**src/hw/rtl/ealu_pkg.sv**
```systemverilog
// ----------------------------------------------------------------------------
// ealu_pkg
// Shared command codes, flag bit positions and helpers for the 8-bit ALU.
// ----------------------------------------------------------------------------
package ealu_pkg;

  localparam int unsigned DataW = 8;
  localparam int unsigned CmdW  = 5;

  typedef logic [DataW-1:0] byte_t;

  // Command codes; unused codes act as a no-op
  typedef enum logic [CmdW-1:0] {
    CMD_ADD  = 5'd0,
    CMD_ADC  = 5'd1,
    CMD_SUB  = 5'd2,
    CMD_SBC  = 5'd3,
    CMD_AND  = 5'd4,
    CMD_XOR  = 5'd5,
    CMD_OR   = 5'd6,
    CMD_CP   = 5'd7,
    CMD_INC  = 5'd8,
    CMD_DEC  = 5'd9,
    CMD_RLC  = 5'd10,
    CMD_RRC  = 5'd11,
    CMD_RL   = 5'd12,
    CMD_RR   = 5'd13,
    CMD_SLA  = 5'd14,
    CMD_SRA  = 5'd15,
    CMD_SLL  = 5'd16,
    CMD_SRL  = 5'd17,
    CMD_RLCA = 5'd18,
    CMD_RRCA = 5'd19,
    CMD_RLA  = 5'd20,
    CMD_RRA  = 5'd21
  } cmd_t;

  // Shift/rotate kinds, shared by the CB group and the accumulator group
  typedef enum logic [2:0] {
    ROT_RLC = 3'd0,
    ROT_RRC = 3'd1,
    ROT_RL  = 3'd2,
    ROT_RR  = 3'd3,
    ROT_SLA = 3'd4,
    ROT_SRA = 3'd5,
    ROT_SLL = 3'd6,
    ROT_SRL = 3'd7
  } rot_t;

  // Flag bit positions: S Z 5 H 3 P/V N C
  localparam int unsigned FlagS = 7;
  localparam int unsigned FlagZ = 6;
  localparam int unsigned Flag5 = 5;
  localparam int unsigned FlagH = 4;
  localparam int unsigned Flag3 = 3;
  localparam int unsigned FlagP = 2;
  localparam int unsigned FlagN = 1;
  localparam int unsigned FlagC = 0;

  // Even parity: 1 when the count of set bits is even
  function automatic logic even_par(input byte_t v);
    return ~(^v);
  endfunction

  // S, Z, 5, 3 and parity from a result; H, N, C cleared
  function automatic byte_t szp(input byte_t r);
    byte_t f;
    f        = '0;
    f[FlagS] = r[7];
    f[FlagZ] = (r == '0);
    f[Flag5] = r[5];
    f[Flag3] = r[3];
    f[FlagP] = even_par(r);
    return f;
  endfunction

endpackage

```
**src/hw/rtl/ealu_core.sv**
```systemverilog
// ----------------------------------------------------------------------------
// ealu_core
// Combinational datapath: one command in, new value and flag byte out.
// ----------------------------------------------------------------------------
module ealu_core (
  input  logic [ealu_pkg::CmdW-1:0] command,
  input  ealu_pkg::byte_t           acc_value,
  input  ealu_pkg::byte_t           operand,
  input  ealu_pkg::byte_t           flags_in,
  output ealu_pkg::byte_t           result,
  output ealu_pkg::byte_t           flags_out
);
  import ealu_pkg::*;

  // Adder / subtractor shared by ADD, ADC, SUB, SBC and CP
  logic        is_sub;
  logic        cin_use;
  logic        ci;
  byte_t       bb;
  logic [8:0]  full;
  logic [4:0]  half;
  byte_t       as_r;
  byte_t       as_f;

  always_comb begin
    is_sub  = (command == CMD_SUB) || (command == CMD_SBC) || (command == CMD_CP);
    cin_use = ((command == CMD_ADC) || (command == CMD_SBC)) & flags_in[FlagC];
    bb      = is_sub ? ~operand : operand;
    ci      = cin_use ^ is_sub;
    full    = {1'b0, acc_value} + {1'b0, bb} + {8'd0, ci};
    half    = {1'b0, acc_value[3:0]} + {1'b0, bb[3:0]} + {4'd0, ci};
    as_r    = full[7:0];
    as_f        = '0;
    as_f[FlagS] = as_r[7];
    as_f[FlagZ] = (as_r == '0);
    as_f[Flag5] = as_r[5];
    as_f[FlagH] = half[4] ^ is_sub;
    as_f[Flag3] = as_r[3];
    as_f[FlagP] = ~(acc_value[7] ^ bb[7]) & (acc_value[7] ^ as_r[7]);
    as_f[FlagN] = is_sub;
    as_f[FlagC] = full[8] ^ is_sub;
  end

  // Shifter for the CB group and the accumulator rotates
  logic  acc_rot;
  rot_t  kind;
  byte_t src;
  logic  out_bit;
  byte_t sh_r;

  always_comb begin
    acc_rot = (command >= CMD_RLCA);
    kind    = acc_rot ? rot_t'(command - CMD_RLCA) : rot_t'(command - CMD_RLC);
    src     = acc_rot ? acc_value : operand;
    out_bit = kind[0] ? src[0] : src[7];
    case (kind)
      ROT_RLC: sh_r = {src[6:0], src[7]};
      ROT_RRC: sh_r = {src[0], src[7:1]};
      ROT_RL:  sh_r = {src[6:0], flags_in[FlagC]};
      ROT_RR:  sh_r = {flags_in[FlagC], src[7:1]};
      ROT_SLA: sh_r = {src[6:0], 1'b0};
      ROT_SRA: sh_r = {src[7], src[7:1]};
      ROT_SLL: sh_r = {src[6:0], 1'b1};
      default: sh_r = {1'b0, src[7:1]};
    endcase
  end

  // Increment / decrement of the operand
  byte_t inc_r;
  byte_t dec_r;
  assign inc_r = operand + 8'd1;
  assign dec_r = operand - 8'd1;

  // Result and flag select
  always_comb begin
    result    = acc_value;
    flags_out = flags_in;
    case (command)
      CMD_ADD, CMD_ADC, CMD_SUB, CMD_SBC: begin
        result    = as_r;
        flags_out = as_f;
      end
      CMD_CP: begin
        flags_out        = as_f;
        flags_out[Flag5] = operand[5];
        flags_out[Flag3] = operand[3];
      end
      CMD_AND: begin
        result           = acc_value & operand;
        flags_out        = szp(acc_value & operand);
        flags_out[FlagH] = 1'b1;
      end
      CMD_XOR: begin
        result    = acc_value ^ operand;
        flags_out = szp(acc_value ^ operand);
      end
      CMD_OR: begin
        result    = acc_value | operand;
        flags_out = szp(acc_value | operand);
      end
      CMD_INC: begin
        result           = inc_r;
        flags_out        = szp(inc_r);
        flags_out[FlagH] = (inc_r[3:0] == 4'h0);
        flags_out[FlagP] = (inc_r == 8'h80);
        flags_out[FlagC] = flags_in[FlagC];
      end
      CMD_DEC: begin
        result           = dec_r;
        flags_out        = szp(dec_r);
        flags_out[FlagH] = (dec_r[3:0] == 4'hf);
        flags_out[FlagP] = (dec_r == 8'h7f);
        flags_out[FlagN] = 1'b1;
        flags_out[FlagC] = flags_in[FlagC];
      end
      CMD_RLC, CMD_RRC, CMD_RL, CMD_RR, CMD_SLA, CMD_SRA, CMD_SLL, CMD_SRL: begin
        result           = sh_r;
        flags_out        = szp(sh_r);
        flags_out[FlagC] = out_bit;
      end
      CMD_RLCA, CMD_RRCA, CMD_RLA, CMD_RRA: begin
        result           = sh_r;
        flags_out        = '0;
        flags_out[FlagS] = flags_in[FlagS];
        flags_out[FlagZ] = flags_in[FlagZ];
        flags_out[FlagP] = flags_in[FlagP];
        flags_out[Flag5] = sh_r[5];
        flags_out[Flag3] = sh_r[3];
        flags_out[FlagC] = out_bit;
      end
      default: begin
        result    = acc_value;
        flags_out = flags_in;
      end
    endcase
  end

endmodule

```
**src/hw/rtl/eight_bit_alu_with_flags.sv**
```systemverilog
// ----------------------------------------------------------------------------
// eight_bit_alu_with_flags
// 8-bit ALU with a Z80-style flag byte, one operation per beat.
// ----------------------------------------------------------------------------
// A beat is taken at every clock edge where start is high; busy is always
// low, so a new beat may follow in every cycle. Each beat gives exactly one
// result: the operands land in an input register, the combinational ALU
// datapath works on them, and the value and flag byte are registered
// with a one-cycle done strobe. The receiver cannot stall, so results must
// be captured in the cycle that done is high.
module eight_bit_alu_with_flags (
  input  logic                      clk,
  input  logic                      rst,
  input  logic                      start,
  output logic                      busy,
  input  logic [ealu_pkg::CmdW-1:0] command,
  input  ealu_pkg::byte_t           acc_value,
  input  ealu_pkg::byte_t           operand,
  input  ealu_pkg::byte_t           flags_in,
  output logic                      done,
  output ealu_pkg::byte_t           result,
  output ealu_pkg::byte_t           flags_out
);
  import ealu_pkg::*;

  // Pipeline never stalls
  assign busy = 1'b0;

  // Input register
  logic               in_valid;
  logic [CmdW-1:0]    cmd_q;
  byte_t              acc_q;
  byte_t              opd_q;
  byte_t              flg_q;

  always_ff @(posedge clk) begin
    if (rst) begin
      in_valid <= 1'b0;
    end else begin
      in_valid <= start & ~busy;
    end
  end

  always_ff @(posedge clk) begin
    if (start & ~busy) begin
      cmd_q <= command;
      acc_q <= acc_value;
      opd_q <= operand;
      flg_q <= flags_in;
    end
  end

  // Datapath
  byte_t res_next;
  byte_t flg_next;

  ealu_core u_core (
    .command   (cmd_q),
    .acc_value (acc_q),
    .operand   (opd_q),
    .flags_in  (flg_q),
    .result    (res_next),
    .flags_out (flg_next)
  );

  // Result register with one-cycle strobe
  always_ff @(posedge clk) begin
    if (rst) begin
      done <= 1'b0;
    end else begin
      done <= in_valid;
    end
  end

  always_ff @(posedge clk) begin
    if (in_valid) begin
      result    <= res_next;
      flags_out <= flg_next;
    end
  end

endmodule

```
**config.mk**
```make
export PLATFORM = sky130hd
export DESIGN_NAME = eight_bit_alu_with_flags
export DESIGN_NICKNAME = d
export VERILOG_FILES = /design/src/hw/rtl/ealu_pkg.sv /design/src/hw/rtl/ealu_core.sv /design/src/hw/rtl/eight_bit_alu_with_flags.sv
export SDC_FILE = /design/constraint.sdc
export NUM_CORES = 1
export LEC_CHECK = 0
export BUFFER_PORTS_ARGS = -buffer_cell sky130_fd_sc_hd__buf_4
export CAP_MARGIN = 15
export CORE_AREA = 3 3 81 113
export CTS_BUF_LIST = sky130_fd_sc_hd__clkbuf_4
export CTS_CLUSTER_DIAMETER = 50
export DETAILED_ROUTE_END_ITERATION = 8
export DIE_AREA = 0 0 84 116
export PLACE_DENSITY = 0.74
export REMOVE_ABC_BUFFERS = 1
export SLEW_MARGIN = 10
export SYNTH_ARGS = -nofsm -noshare
export SYNTH_HDL_FRONTEND = slang
export SYNTH_HIERARCHICAL = 1
export SYNTH_SLANG_ARGS = --single-unit
```
**constraint.sdc**
```tcl
create_clock -name clk -period 3.8 [get_ports clk]
set_clock_uncertainty 0.05 [all_clocks]
set_input_delay 0.38 -clock clk [delete_from_list [all_inputs] [get_ports clk]]
set_output_delay 0.38 -clock clk [all_outputs]
set_load 0.005 [all_outputs]
```
======== Word-level counts from Yosys, hierarchy flattened ========
Cells that the tools add are included.
storage, ports and cells
  output and inout bits ................... 18
  register bits after elaboration ......... 47
operators by class
  equal/unequal tests ..................... 30
  reduce and logical (&&, ||, !) cells .... 21
  magnitude comparators ................... 1
  $add $sub $neg .......................... 8
  bitwise operators ....................... 16
  mux-type cells .......................... 7
operator list
  operator                                              count
  case mux 8 bit (7 select lines)                       2
  case mux 8 bit (9 select lines)                       1
  logical NOT 8 bit                                     7
  equality test 5 x 4 -> 1 bit (second input constant)  8
  XOR reduction 8 bit                                   4
  equality test 5 bit (second input constant)           6
  equality test 5 x 3 -> 1 bit (second input constant)  4
  2-to-1 mux 8 bit                                      2
  OR reduction 12 bit                                   1
  equality test 5 x 2 -> 1 bit (second input constant)  2
  adder 8 x 8 -> 9 bit                                  1
  adder 9 x 1 -> 9 bit                                  1
  equality test 3 bit (second input constant)           3
  adder 8 x 1 -> 8 bit (second input constant)          1
  AND 8 bit                                             1
  equality test 8 x 7 -> 1 bit (second input constant)  1
  equality test 8 bit (second input constant)           1
  inverter 8 bit                                        1
  bitwise OR 8 bit                                      1
  OR reduction 4 bit                                    2
  OR reduction 8 bit                                    1
  subtractor 8 x 1 -> 8 bit (second input constant)     1
  XOR 8 bit                                             1
  equality test 3 x 2 -> 1 bit (second input constant)  2
  other kinds (16)                                      28

======== Longest topological paths before layout ========
Gate-level depths: netlist (run 1).
  depth after elaboration ................. 9
  mapped depth ............................ 16

======== Cells and area by module ========
The synthesis (run 1) kept the hierarchy.
by module, submodules not included
  module                    times used  area each (sq um)  cells an instance
  ealu_core                 1           2671.3             367
  eight_bit_alu_with_flags  1           1415.1             51

======== Worst setup path after synthesis (run 1) ========
No wires, ideal clock.
  path type ............................... flip-flop to flip-flop
  start ................................... register cmd_q[1]
  end ..................................... register flags_out[7], data pin
  setup time .............................. 0.261 ns
  cell stages (with the launch flop) ...... 13
  path slack .............................. 0.097 ns
  data required time ...................... 3.489 ns
  arrival time ............................ 3.393 ns
  cell sequence ........................... edfxtp_1 > clkbuf_1 > nand2_1 > a21boi_1 > nand2_1 > xnor2_1 > ha_1 > a211oi_1 > a211oi_1 > a211o_1 > xor2_1 > a221o_1 > o32a_1
on the way
  word-level cells in the longest chain between the ends .. 7
ends and longest elaborated chain
  element                                          RTL line                                           source
  from (decl)                                      eight_bit_alu_with_flags.sv:31                     logic [CmdW-1:0] cmd_q;
  from (signal assigned)                           eight_bit_alu_with_flags.sv:46                     cmd_q <= command;
  equality test 5 x 2 -> 1 bit (on tied branches)  ealu_core.sv:26, ealu_core.sv:78, ealu_core.sv:27
  logical OR 1 bit (2 in series)                   ealu_core.sv:26                                    is_sub = (command == CMD_SUB) || (command == CMD_SBC) || (command == CMD_CP);
  2-to-1 mux 8 bit                                 ealu_core.sv:28                                    bb = is_sub ? ~operand : operand;
  adder 8 x 8 -> 9 bit                             ealu_core.sv:30                                    full = {1'b0, acc_value} + {1'b0, bb} + {8'd0, ci};
  adder 9 x 1 -> 9 bit                             ealu_core.sv:30
  case mux 8 bit (9 select lines) *                ealu_core.sv:78                                    case (command)
  named net flg_next[7]                            eight_bit_alu_with_flags.sv:55                     byte_t flg_next;
  to (signal assigned)                             eight_bit_alu_with_flags.sv:78                     flags_out <= flg_next;
  to (decl)                                        eight_bit_alu_with_flags.sv:22                     output ealu_pkg::byte_t flags_out
The timed path passes the listed nets; every way through them passes the cells marked *.
A chain may end at the register's enable or synchronous reset.

======== Worst setup path in the final report (run 1) ========
  start ................................... register cmd_q[2]
  end ..................................... register flags_out[2], data pin
on the way
  word-level cells in the longest chain between the ends .. 9
ends and longest elaborated chain
  element                                          RTL line                                           source
  equality test 5 x 2 -> 1 bit (on tied branches)  ealu_core.sv:26, ealu_core.sv:78, ealu_core.sv:27
  logical OR 1 bit (2 in series)                   ealu_core.sv:26
  2-to-1 mux 8 bit                                 ealu_core.sv:28
  adder 8 x 8 -> 9 bit                             ealu_core.sv:30
  adder 9 x 1 -> 9 bit                             ealu_core.sv:30
  XOR 1 bit                                        ealu_core.sv:39                                    as_f[FlagP] = ~(acc_value[7] ^ bb[7]) & (acc_value[7] ^ as_r[7]);
  AND 1 bit                                        ealu_core.sv:39
  case mux 8 bit (9 select lines) *                ealu_core.sv:78
  named net flg_next[2]                            eight_bit_alu_with_flags.sv:55
Marked as above.

==> flow_summary.json, run 1 <==
{
  "syn2layout_area_growth_pct": 16.1,
  "grt_antenna_before_repair": 0,
  "power.net_switching_uw": 616,
  "ys_types": 71,
  "hold_slack_ns": 0.0619,
  "diodes": 0,
  "comb_power_share_pct": 41.7,
  "vias_per_cell": 6.17,
  "rsz0062_at_grt": "false",
  "rrSetupSlack_ns": 0.23,
  "p_sw_share_pct": 36.0,
  "fill_cells": 741,
  "synth_top_area_share_pct": 33.1,
  "period_share_pct": 94.0,
  "power.leakage_uw": 0.00198,
  "gp_congestion": 0.950,
  "crit_family": "compound AO/OA/AOI/OAI gates",
  "ys_warn_count": 6,
  "die_h_um": 116,
  "fp.dieArea_um2": 9740,
  "ys_seq_elements": 47,
  "arrival_ns": 3.70,
  "cts_root_buf": "clkbuf_4",
  "ys_seq_area_share_pct": 34.0,
  "synthSimpleGateAreaFrac_pct": 15.4,
  "fp.coreArea_um2": 8250,
  "hpwl_um": 10600,
  "rows": 39,
  "clock.fmax_ghz": 0.280,
  "status": "finished clean",
  "worstSetupPathType": "reg2reg",
  "grt.total_usage_pct": 27.9,
  "setup_viol": 0,
  "start_util_pct": 49.6,
  "synth_fa_ha_area_share_pct": 15.6,
  "synth_area_um2": 4090,
  "vias": 3564,
  "synth_area_leaders": "edfxtp_1 33%, ha_1 14%, xnor2_1 5.8%, inv_1 3.6%, mux2i_1 3.2%",
  "grt_max_degree": 31,
  "synth_top_family_by_area": "adder cells",
  "synth_compound_area_share_pct": 15.5,
  "p_int_uw": 1090,
  "crit_chain": "inv_1, ha_1, nand2b_1, o21ai_1, buf_4, mux2i_2, o22ai_1, o21ai_0, ha_1, xnor2_1, xnor2_1, nor2_1, o21ai_0, o211ai_1, o32a_1",
  "ios": 50,
  "maxSlewViolCount": 0,
  "cp-start-kind": "flop",
  "dp_cells": 567,
  "htree_levels": 2,
  "fin_util_pct": 57.5,
  "die_width_um": 84,
  "hold_violations": 0,
  "drc_errors": 0,
  "critPathCaptureType": "flop",
  "grt-ovfl-total": 0,
  "synth_area_leader_cell": "edfxtp_1",
  "reg2reg_to": "flags_out[2]$_DFFE_PP_",
  "required_ns": 3.93,
  "cts_tree": "yes",
  "critPathSlowestCell": "edfxtp_1",
  "first_iter_violations": 261,
  "critPathBufInv": 2,
  "cts_sinks": 47,
  "p_clk_share_pct": 18.7,
  "synth-edff-count": 45,
  "final_nets": 555,
  "p_per_area_nw_per_um2": 361,
  "drive_above_1_share_pct": 20.6,
  "grt_pass1_vias": 3526,
  "cp_num_cells": 15,
  "grt_first_pass_wirelength_um": 20300,
  "vdd_ir_drop_max_uv": 223,
  "drtAntennaViolNets": 0,
  "holdPathEnd": "in_valid$_SDFF_PP0_",
  "p_seq_share_pct": 39.6,
  "crit_path_max_fanout": 11,
  "clk_latency_ns": 0.40,
  "cts.clk_slew.worst_paths_ns": 0.16,
  "wire_per_inst_um": 23.3,
  "syn_avg_cell_area_um2": 9.78,
  "dr.pass1.iters": 5,
  "synth_xor_area_share_pct": 8.14,
  "period_needed_ns": 3.57,
  "min_path_cells": 2,
  "hp-class": "in2reg",
  "synth_flop_cell": "edfxtp_1",
  "wl_um": 13500,
  "async_flop_share_pct": 0,
  "layoutNonFillerInstCount": 578,
  "worstMarginPinSlew_ns": 0.879,
  "crit-reg2reg-launch": "cmd_q[2]$_DFFE_PP_",
  "cts_inserted_buffers": 5,
  "min-delay-start": "rst",
  "slew_headroom_pct": 40.8,
  "ff2ff_path_depth": 15,
  "cap_violations": 0,
  "io_buffers": 48,
  "cpPeakStageDelay_ns": 0.54,
  "postSynthCellCount": 418,
  "cts_buffer_depth": 2,
  "synth_mux_area_share_pct": 5.11,
  "cts_hold_buf": 0
}
==> logic make-up after synthesis <==
logic type                 after synthesis
and+or+nand+nor                        112
AOI/OAI and AO/OA                       89
buffers and inverters                   63
adders and majority gates               50
DFF                                     47
xor gates and xnor gates                38
muxes                                   18
other                                    1
==> final cells by class <==
cell class	instances	area, um^2	share of cell area [%]
multi-input combinational	308	2450	51.6
sequential	47	1390	29.3
timing repair buffer	72	541	11.4
inverter	41	154	3.24
tap	102	128	2.69
clock buffer	6	45.0	0.950
clock inverter	2	37.5	0.791
==> registers in the layout, indices dropped and copies added (netlist names) <==
| name | count |
|---|---|
| result | 8 |
| opd_q | 8 |
| in_valid | 1 |
| done | 1 |
| cmd_q | 5 |
| flags_out | 8 |
| flg_q | 8 |
| acc_q | 8 |
==> power groups by stage <==
stage / sequential [uW] / combinational [uW] / clock (uW)
4_1_cts: 679 / 693 / 332
5_1_grt: 683 / 767 / 351
3_3_place_gp: 692 / 683 / 0
6_report: 677 / 713 / 320
2_1_floorplan: 690 / 434 / 0
3_5_place_dp: 691 / 689 / 0
==> worst reg2reg max path: cells and delay by family, from the launching register on <==
family                     cells  cell delay, ns
xor gates and xnor gates       2            0.41
buffers and inverters          2            0.41
AOI/OAI and AO/OA              6            1.06
and+or+nand+nor                2            0.11
DFF                            1            0.54
adders and majority gates      2            0.46
muxes                          1            0.31
==> cells in the mapped netlist (4+ instances only) <==
library cell  count
o22a_1            4
clkbuf_1         14
edfxtp_1         45
a221o_1           4
xor2_1           11
a211oi_1          4
nand4_1           5
a22oi_1           4
ha_1             46
or3_1             4
and4_1            4
mux2i_1          13
o21ai_0          16
o211ai_1          9
a21oi_1          17
nor2b_1           4
nand2b_1          6
xnor2_1          27
inv_1            39
nor3_1            9
nand3_1          10
nor2_1           21
nand2_1          25
==> per-layer routing <==
metal | wire length [um] | vias to the layer above | global-route usage, %
li1 | - | 1653 | -
met4 | 727 | 0 | 15.9
met1 | 5440 | 1718 | 33.2
met5 | 0 | - | 0
met2 | 6680 | 150 | 48.5
met3 | 637 | 43 | 3.70
==> cell usage in the layout, fill, tap and decap left out, drive strengths merged, types with 4 or more instances in the layout <==
cell type	instances
a211oi	4
xnor2	27
a21oi	17
mux2i	13
inv	39
nand2	25
ha	46
a221o	4
o211ai	9
edfxtp	45
or3	5
nor2	21
and4	4
clkbuf	6
o21ai	17
buf	72
a22oi	4
o22ai	4
o22a	4
nor3	9
nand4	5
nand2b	6
xor2	11
nor2b	4
nand3	10
==> timing repair <==
item	in CTS	in global routing
buffers inserted	0	3
setup endpoints to repair	0	1
hold endpoints to repair	0	0
resized for setup	0	1
==> per-stage QoR <==
step | setup WS (ns) | TNS (ns) | power, uW | area (um^2)
3_3_place_gp | 0.254 | 0 | 1370 | 4630
6_report | 0.227 | 0 | 1710 | 4740
3_5_place_dp | 0.151 | 0 | 1380 | 4630
4_1_cts | 0.138 | 0 | 1700 | 4720
5_1_grt | 0.0192 | 0 | 1800 | 4740
2_1_floorplan | -0.0969 | -0.0969 | 1120 | 3990
==> worst max-delay path by stage <==
stage                        from                     end  slack [ns]
4_1_cts        cmd_q[2]$_DFFE_PP_  flags_out[2]$_DFFE_PP_        0.14
3_5_place_dp   cmd_q[2]$_DFFE_PP_  flags_out[2]$_DFFE_PP_        0.15
5_1_grt        cmd_q[2]$_DFFE_PP_  flags_out[2]$_DFFE_PP_        0.02
2_1_floorplan  cmd_q[1]$_DFFE_PP_  flags_out[2]$_DFFE_PP_        -0.1
6_report       cmd_q[2]$_DFFE_PP_  flags_out[2]$_DFFE_PP_        0.23
3_3_place_gp   cmd_q[2]$_DFFE_PP_  flags_out[2]$_DFFE_PP_        0.25
Note: power is estimated with default switching activity, not from simulation.
==> run 2, diff against run 1 <==
ABC_AREA = 1   (was not set)
CORE_AREA = 2 2 82 115   (was 3 3 81 113)
DIE_AREA = 0 0 84 117   (was 0 0 84 116)
SYNTH_HIERARCHICAL = not set   (was 1)
==> flow_summary.json, run 2 <==
{
  "status": "finished clean",
  "ys_seq_elements": 47,
  "cts_buffer_depth": 2,
  "synth_flop_cell": "edfxtp_1",
  "async_flop_share_pct": 0,
  "cts_hold_buf": 0,
  "cts_sinks": 47,
  "min_path_cells": 2,
  "ys_types": 43,
  "ys_warn_count": 0,
  "drtAntennaViolNets": 0,
  "grt_first_pass_wirelength_um": 21000,
  "cp-start-kind": "flop",
  "rsz0062_at_grt": "false",
  "crit-reg2reg-launch": "cmd_q[4]$_DFFE_PP_",
  "period_share_pct": 89.6,
  "vias_per_cell": 5.53,
  "htree_levels": 2,
  "start_util_pct": 48.6,
  "critPathBufInv": 2,
  "grt_antenna_before_repair": 0,
  "arrival_ns": 3.51,
  "slew_headroom_pct": 47.5,
  "drive_above_1_share_pct": 14.8,
  "diodes": 0,
  "syn2layout_area_growth_pct": 13.0,
  "dr.pass1.iters": 5,
  "p_int_uw": 1050,
  "place_ws_ns": 0.248,
  "final_common_cell": "nand2_1",
  "cts_tree": "yes",
  "fp.dieArea_um2": 9830,
  "fin_util_pct": 55.0,
  "critPathCaptureType": "flop",
  "hold_violations": 0,
  "period_needed_ns": 3.40,
  "hp-class": "in2reg",
  "setup_viol": 0,
  "crit_chain": "nor2_1, o21ai_1, nor2_1, nor2_1, a21oi_1, fa_1, inv_1, fa_1, inv_1, nand3_1, nand3_1, nand2_1, nand2_1, nand3_1, nor3_1, o211ai_2",
  "synth_top_area_share_pct": 31.3,
  "postSynthCellCount": 570,
  "io_buffers": 48,
  "required_ns": 3.90,
  "grt_pass1_vias": 3954,
  "comb_power_share_pct": 41.3,
  "wl_um": 13800,
  "rrSetupSlack_ns": 0.40,
  "drc_errors": 0,
  "cpPeakStageDelay_ns": 0.54,
  "cts.clk_slew.worst_paths_ns": 0.16,
  "power.leakage_uw": 0.00242,
  "wire_per_inst_um": 18.9,
  "ys_seq_area_share_pct": 32.2,
  "final_nets": 701,
  "maxSlewViolCount": 0,
  "vdd_ir_drop_max_uv": 227,
  "p_clk_share_pct": 19.1,
  "clk_latency_ns": 0.40,
  "crit_family": "simple AND/OR/NAND/NOR gates",
  "syn_avg_cell_area_um2": 7.57,
  "rows": 41,
  "power.net_switching_uw": 685,
  "cts_inserted_buffers": 5,
  "first_iter_violations": 281,
  "synth_area_um2": 4320,
  "hpwl_um": 11400,
  "worstMarginPinSlew_ns": 0.786,
  "min-delay-start": "rst",
  "final_cell_mix": "126 x nand2_1, 77 x inv_1, 72 x nor2_1, 57 x nand3_1, 54 x buf_4",
  "die_width_um": 84,
  "fp.coreArea_um2": 8870,
  "synthMostInstantiatedCell": "nand2_1",
  "die_h_um": 117,
  "grt.total_usage_pct": 28.5,
  "p_seq_share_pct": 39.6,
  "cap_violations": 0,
  "synth_area_leader_cell": "edfxtp_1",
  "vias": 4036,
  "synth-edff-count": 45,
  "worstSetupPathType": "reg2reg",
  "fill_cells": 879,
  "holdPathEnd": "done$_SDFF_PP0_",
  "critPathSlowestCell": "edfxtp_1",
  "ys_top_cells_by_count": "127 x nand2_1, 77 x inv_1, 72 x nor2_1, 57 x nand3_1",
  "ios": 50,
  "crit_path_max_fanout": 6,
  "setup_tns_ns": 0,
  "grt-ovfl-total": 0,
  "p_per_area_nw_per_um2": 356,
  "ff2ff_path_depth": 16,
  "cts_root_buf": "clkbuf_4",
  "clock.fmax_ghz": 0.294,
  "layoutNonFillerInstCount": 730,
  "grt_max_degree": 31,
  "reg2reg_to": "result[4]$_DFFE_PP_",
  "dp_cells": 720,
  "gp_congestion": 0.952,
  "p_sw_share_pct": 39.5,
  "setup_ws_ns": 0.395,
  "synth_area_leaders": "edfxtp_1 31%, ha_1 13%, nand2_1 11%, inv_1 6.7%, nand3_1 6.6%"
}
run 2: cell count changes in the layout (fill, tap and decap cells not counted), sizes merged, moves of 9 or more:
cell	delta
xor2	+9
nand3	+53
nand2	+109
xnor2	-20
mux2i	-12
nor2	+55
buf	-18
inv	+47
run 2: worst reg2reg max path: stages, from the launching register on:
cell and delay (ns):
edfxtp_1 0.54, nor2_1 0.31, o21ai_1 0.19, nor2_1 0.29
nor2_1 0.08, a21oi_1 0.16, fa_1 0.23, inv_1 0.06
fa_1 0.38, inv_1 0.11, nand3_1 0.09, nand3_1 0.10
nand2_1 0.07, nand2_1 0.09, nand3_1 0.07, nor3_1 0.26
o211ai_2 0.13
run 2: area by class of cell:
type	instances	area, um^2	share of cell area [%]
Multi-Input combinational cell	428	2540	52.0
Tap cell	107	134	2.74
Timing Repair Buffer	54	405	8.31
Inverter	86	325	6.67
Clock inverter	3	46.3	0.949
Clock buffer	5	37.5	0.770
Sequential cell	47	1390	28.5
run 2: timing repair:
item / 4_1_cts / 5_1_grt
gates resized for setup: 0 / 1
setup buffers: 0 / 2
endpoints found under the setup margin: 0 / 5
run 2: layer usage:
metal | wire length, um | GRT usage (%) | vias up
met5 | 0 | 0 | -
met4 | 805 | 16.2 | 0
met3 | 711 | 3.44 | 49
met2 | 6960 | 52.4 | 171
met1 | 5350 | 32.1 | 1845
li1 | - | - | 1971
run 2: how the worst max path moves through the flow:
stage                                   from                      to  slack (ns)  cells after the start
after detailed placement  cmd_q[0]$_DFFE_PP_  flags_out[3]$_DFFE_PP_        0.25                     17
after floorplan           cmd_q[0]$_DFFE_PP_  flags_out[0]$_DFFE_PP_        0.45                     18
final                     cmd_q[4]$_DFFE_PP_     result[4]$_DFFE_PP_        0.40                     16
after global routing      cmd_q[4]$_DFFE_PP_     result[4]$_DFFE_PP_        0.08                     16
after global placement    cmd_q[0]$_DFFE_PP_  flags_out[3]$_DFFE_PP_        0.18                     17
after CTS                 cmd_q[0]$_DFFE_PP_     result[4]$_DFFE_PP_        0.22                     16
run 2: power groups by stage:
stage	Combinational [uW]	Clock (uW)	Sequential, uW
6_report	717	331	688
5_1_grt	807	357	692
4_1_cts	707	341	690
3_5_place_dp	703	0	701
3_3_place_gp	697	0	703
2_1_floorplan	482	0	682
run 2: logic make-up after synthesis:
family                     synth area share, %
AOI/OAI and AO/OA                         6.99
adders and majority gates                 14.0
and+or+nand+nor                           32.0
other                                   0.0869
muxes                                    0.232
xor gates and xnor gates                  5.48
buffers and inverters                     9.04
DFF                                       32.2
run 2: per-stage QoR:
stage	hold slack, ns	cell area [um^2]	total power (uW)
6_report	0.0784	4880	1740
5_1_grt	0.0589	4880	1860
4_1_cts	0.0670	4860	1740
3_5_place_dp	0.494	4780	1400
3_3_place_gp	0.471	4780	1400
2_1_floorplan	0.401	4250	1160
==> run 3, diff against run 2 <==
ABC_AREA = 0   (was 1)
CORE_AREA = 2 2 81 114   (was 2 2 82 115)
DIE_AREA = 0 0 83 116   (was 0 0 84 117)
SETUP_SLACK_MARGIN = 0.1   (was not set)
==> flow_summary.json, run 3 <==
{
  "p_per_area_nw_per_um2": 368,
  "synth_xor_area_share_pct": 7.23,
  "synth_top_family_by_area": "compound AO/OA/AOI/OAI gates",
  "ys_top_cells_by_count": "45 x edfxtp_1, 45 x ha_1, 39 x inv_1, 39 x nor2_1, 26 x xnor2_1",
  "dr.pass1.iters": 5,
  "wl_um": 14100,
  "synth_flop_cell": "edfxtp_1",
  "crit_path_max_fanout": 7,
  "gp_congestion": 1.00,
  "cts_tree": "yes",
  "rows": 40,
  "grt_first_pass_wirelength_um": 21100,
  "critPathCaptureType": "flop",
  "synth_mux_area_share_pct": 3.63,
  "clk_latency_ns": 0.38,
  "hpwl_um": 10800,
  "grt-ovfl-total": 0,
  "worstSetupPathType": "reg2reg",
  "cts.clk_slew.worst_paths_ns": 0.16,
  "ys_warn_count": 0,
  "synth_top_area_share_pct": 31.9,
  "first_iter_violations": 381,
  "hp-class": "in2reg",
  "vias": 4007,
  "synth_compound_area_share_pct": 18.7,
  "drtAntennaViolNets": 0,
  "wire_per_inst_um": 22.5,
  "vdd_ir_drop_max_uv": 303,
  "final_nets": 600,
  "synthSimpleGateAreaFrac_pct": 16.9,
  "synth_fa_ha_area_share_pct": 14.2,
  "fp.coreArea_um2": 8560,
  "rsz0062_at_grt": "true",
  "final_common_cell": "buf_4",
  "fin_area_um2": 5130,
  "syn2layout_area_growth_pct": 21.1,
  "diodes": 0,
  "final_cell_mix": "74 x buf_4, 45 x edfxtp_1, 44 x ha_1, 39 x nor2_1, 38 x inv_1",
  "setup_viol": 0,
  "vias_per_cell": 6.39,
  "status": "finished clean",
  "synth_area_leaders": "edfxtp_1 32%, ha_1 13%, xnor2_1 5.4%, inv_1 3.5%, nor2_1 3.5%",
  "synth_area_leader_cell": "edfxtp_1",
  "clock.fmax_ghz": 0.275,
  "postSynthCellCount": 460,
  "cts_root_buf": "clkbuf_4",
  "cap_violations": 0,
  "placed_area_um2": 4770,
  "ys_seq_elements": 47,
  "cp-start-kind": "flop",
  "hold_violations": 0,
  "htree_levels": 2,
  "hold_slack_ns": 0.0810,
  "die_width_um": 83,
  "period_needed_ns": 3.64,
  "drive_above_1_share_pct": 22.4,
  "syn_avg_cell_area_um2": 9.21,
  "required_ns": 3.90,
  "cts_sinks": 47,
  "worstMarginPinSlew_ns": 1.04,
  "synth_area_um2": 4240,
  "io_buffers": 48,
  "cts_inserted_buffers": 5,
  "grt_pass1_vias": 3854,
  "fp.dieArea_um2": 9630,
  "grt.total_usage_pct": 28.7,
  "maxSlewViolCount": 0,
  "die_h_um": 116,
  "ys_seq_area_share_pct": 32.8,
  "cts_buffer_depth": 2,
  "grt_max_degree": 31,
  "synth-edff-count": 45,
  "grt_antenna_before_repair": 0,
  "arrival_ns": 3.74,
  "async_flop_share_pct": 0,
  "slew_headroom_pct": 31.0,
  "power.leakage_uw": 0.00213,
  "ios": 50,
  "start_util_pct": 49.5,
  "drc_errors": 0,
  "period_share_pct": 95.7,
  "ys_types": 73
}
run 3: cell count changes after synthesis, sizes merged, moves of 7 or more:
cell / before / now
nor2: 76 / 39
nand3: 63 / 9
a221oi: 0 / 8
mux2i: 1 / 12
clkbuf: 1 / 11
xnor2: 7 / 26
inv: 85 / 42
nand2: 134 / 25
nor3: 5 / 12
a21oi: 13 / 22
xor2: 20 / 9
a211oi: 0 / 7
run 3: routing by layer:
metal  GRT usage (%)  wire length, um
met5               0                0
met4            15.1              942
met1            35.1             5390
met3            3.99              923
met2            49.5             6860
run 3: repair_timing:
item,4_1_cts,5_1_grt
buffers inserted,1,8
pin swaps,1,14
resized for setup,4,24
cloned,0,1
hold buffers,0,0
setup endpoints to repair,1,10
run 3: worst paths after layout:
check | slack [ns] | depth (start not counted) | end | startpoint
hold / removal | 0.08 | 2 | in_valid$_SDFF_PP0_ | rst
setup reg to reg | 0.16 | 14 | result[6]$_DFFE_PP_ | cmd_q[2]$_DFFE_PP_
hold reg to reg | 0.56 | 2 | flags_out[1]$_DFFE_PP_ | flg_q[1]$_DFFE_PP_
setup / recovery | 0.16 | 14 | result[6]$_DFFE_PP_ | cmd_q[2]$_DFFE_PP_
run 3: cell type report:
cell class	count	area [um^2]
inverters	43	166
well taps	105	131
clock inverters	3	71.3
multi-input cells	346	2700
clock buffers	5	37.5
repair buffers	78	632
fillers	745	3430
flip-flops and latches	47	1390
run 3: critical path, cell delays in order (launching register included):
cell and delay (ns):
edfxtp_1 0.42, buf_4 0.17, buf_4 0.16, nor3_1 0.29, nand3_1 0.15, xor2_1 0.18, fa_1 0.44, inv_1 0.10
fa_1 0.21, nor2b_1 0.07, o211ai_1 0.26, nand2_1 0.10, a211oi_1 0.23, nor2_1 0.12, a2111o_1 0.45
run 3: per-stage QoR:
step           util [%]  power, uW  setup WS, ns  std cells  setup TNS (ns)
4_1_cts            57.5       1800         0.177        618               0
3_5_place_dp       55.7       1390        0.0124        609               0
6_report           60.0       1890         0.162        627               0
2_1_floorplan         -       1140       -0.0862        436          -0.141
5_1_grt            60.0       1980        0.0411        627               0
3_3_place_gp       55.7       1390        0.0938        609               0
run 3: logic make-up (layout without fill, tap and decap cells):
kind of cell | Yosys count | in the layout
buffers and inverters | 67 | 129
other | 1 | 1
AOI/OAI and AO/OA | 111 | 111
xor gates and xnor gates | 35 | 35
and+or+nand+nor | 137 | 137
muxes | 15 | 15
adders and majority gates | 47 | 47
DFF | 47 | 47
run 3: power by group:
part           leakage (uW)  internal, uW  switching, uW  total (uW)
sequential         0.000448           628           56.6         685
combinational       0.00163           366            437         804
clock             0.0000573           209            191         401
total               0.00213          1200            685        1890
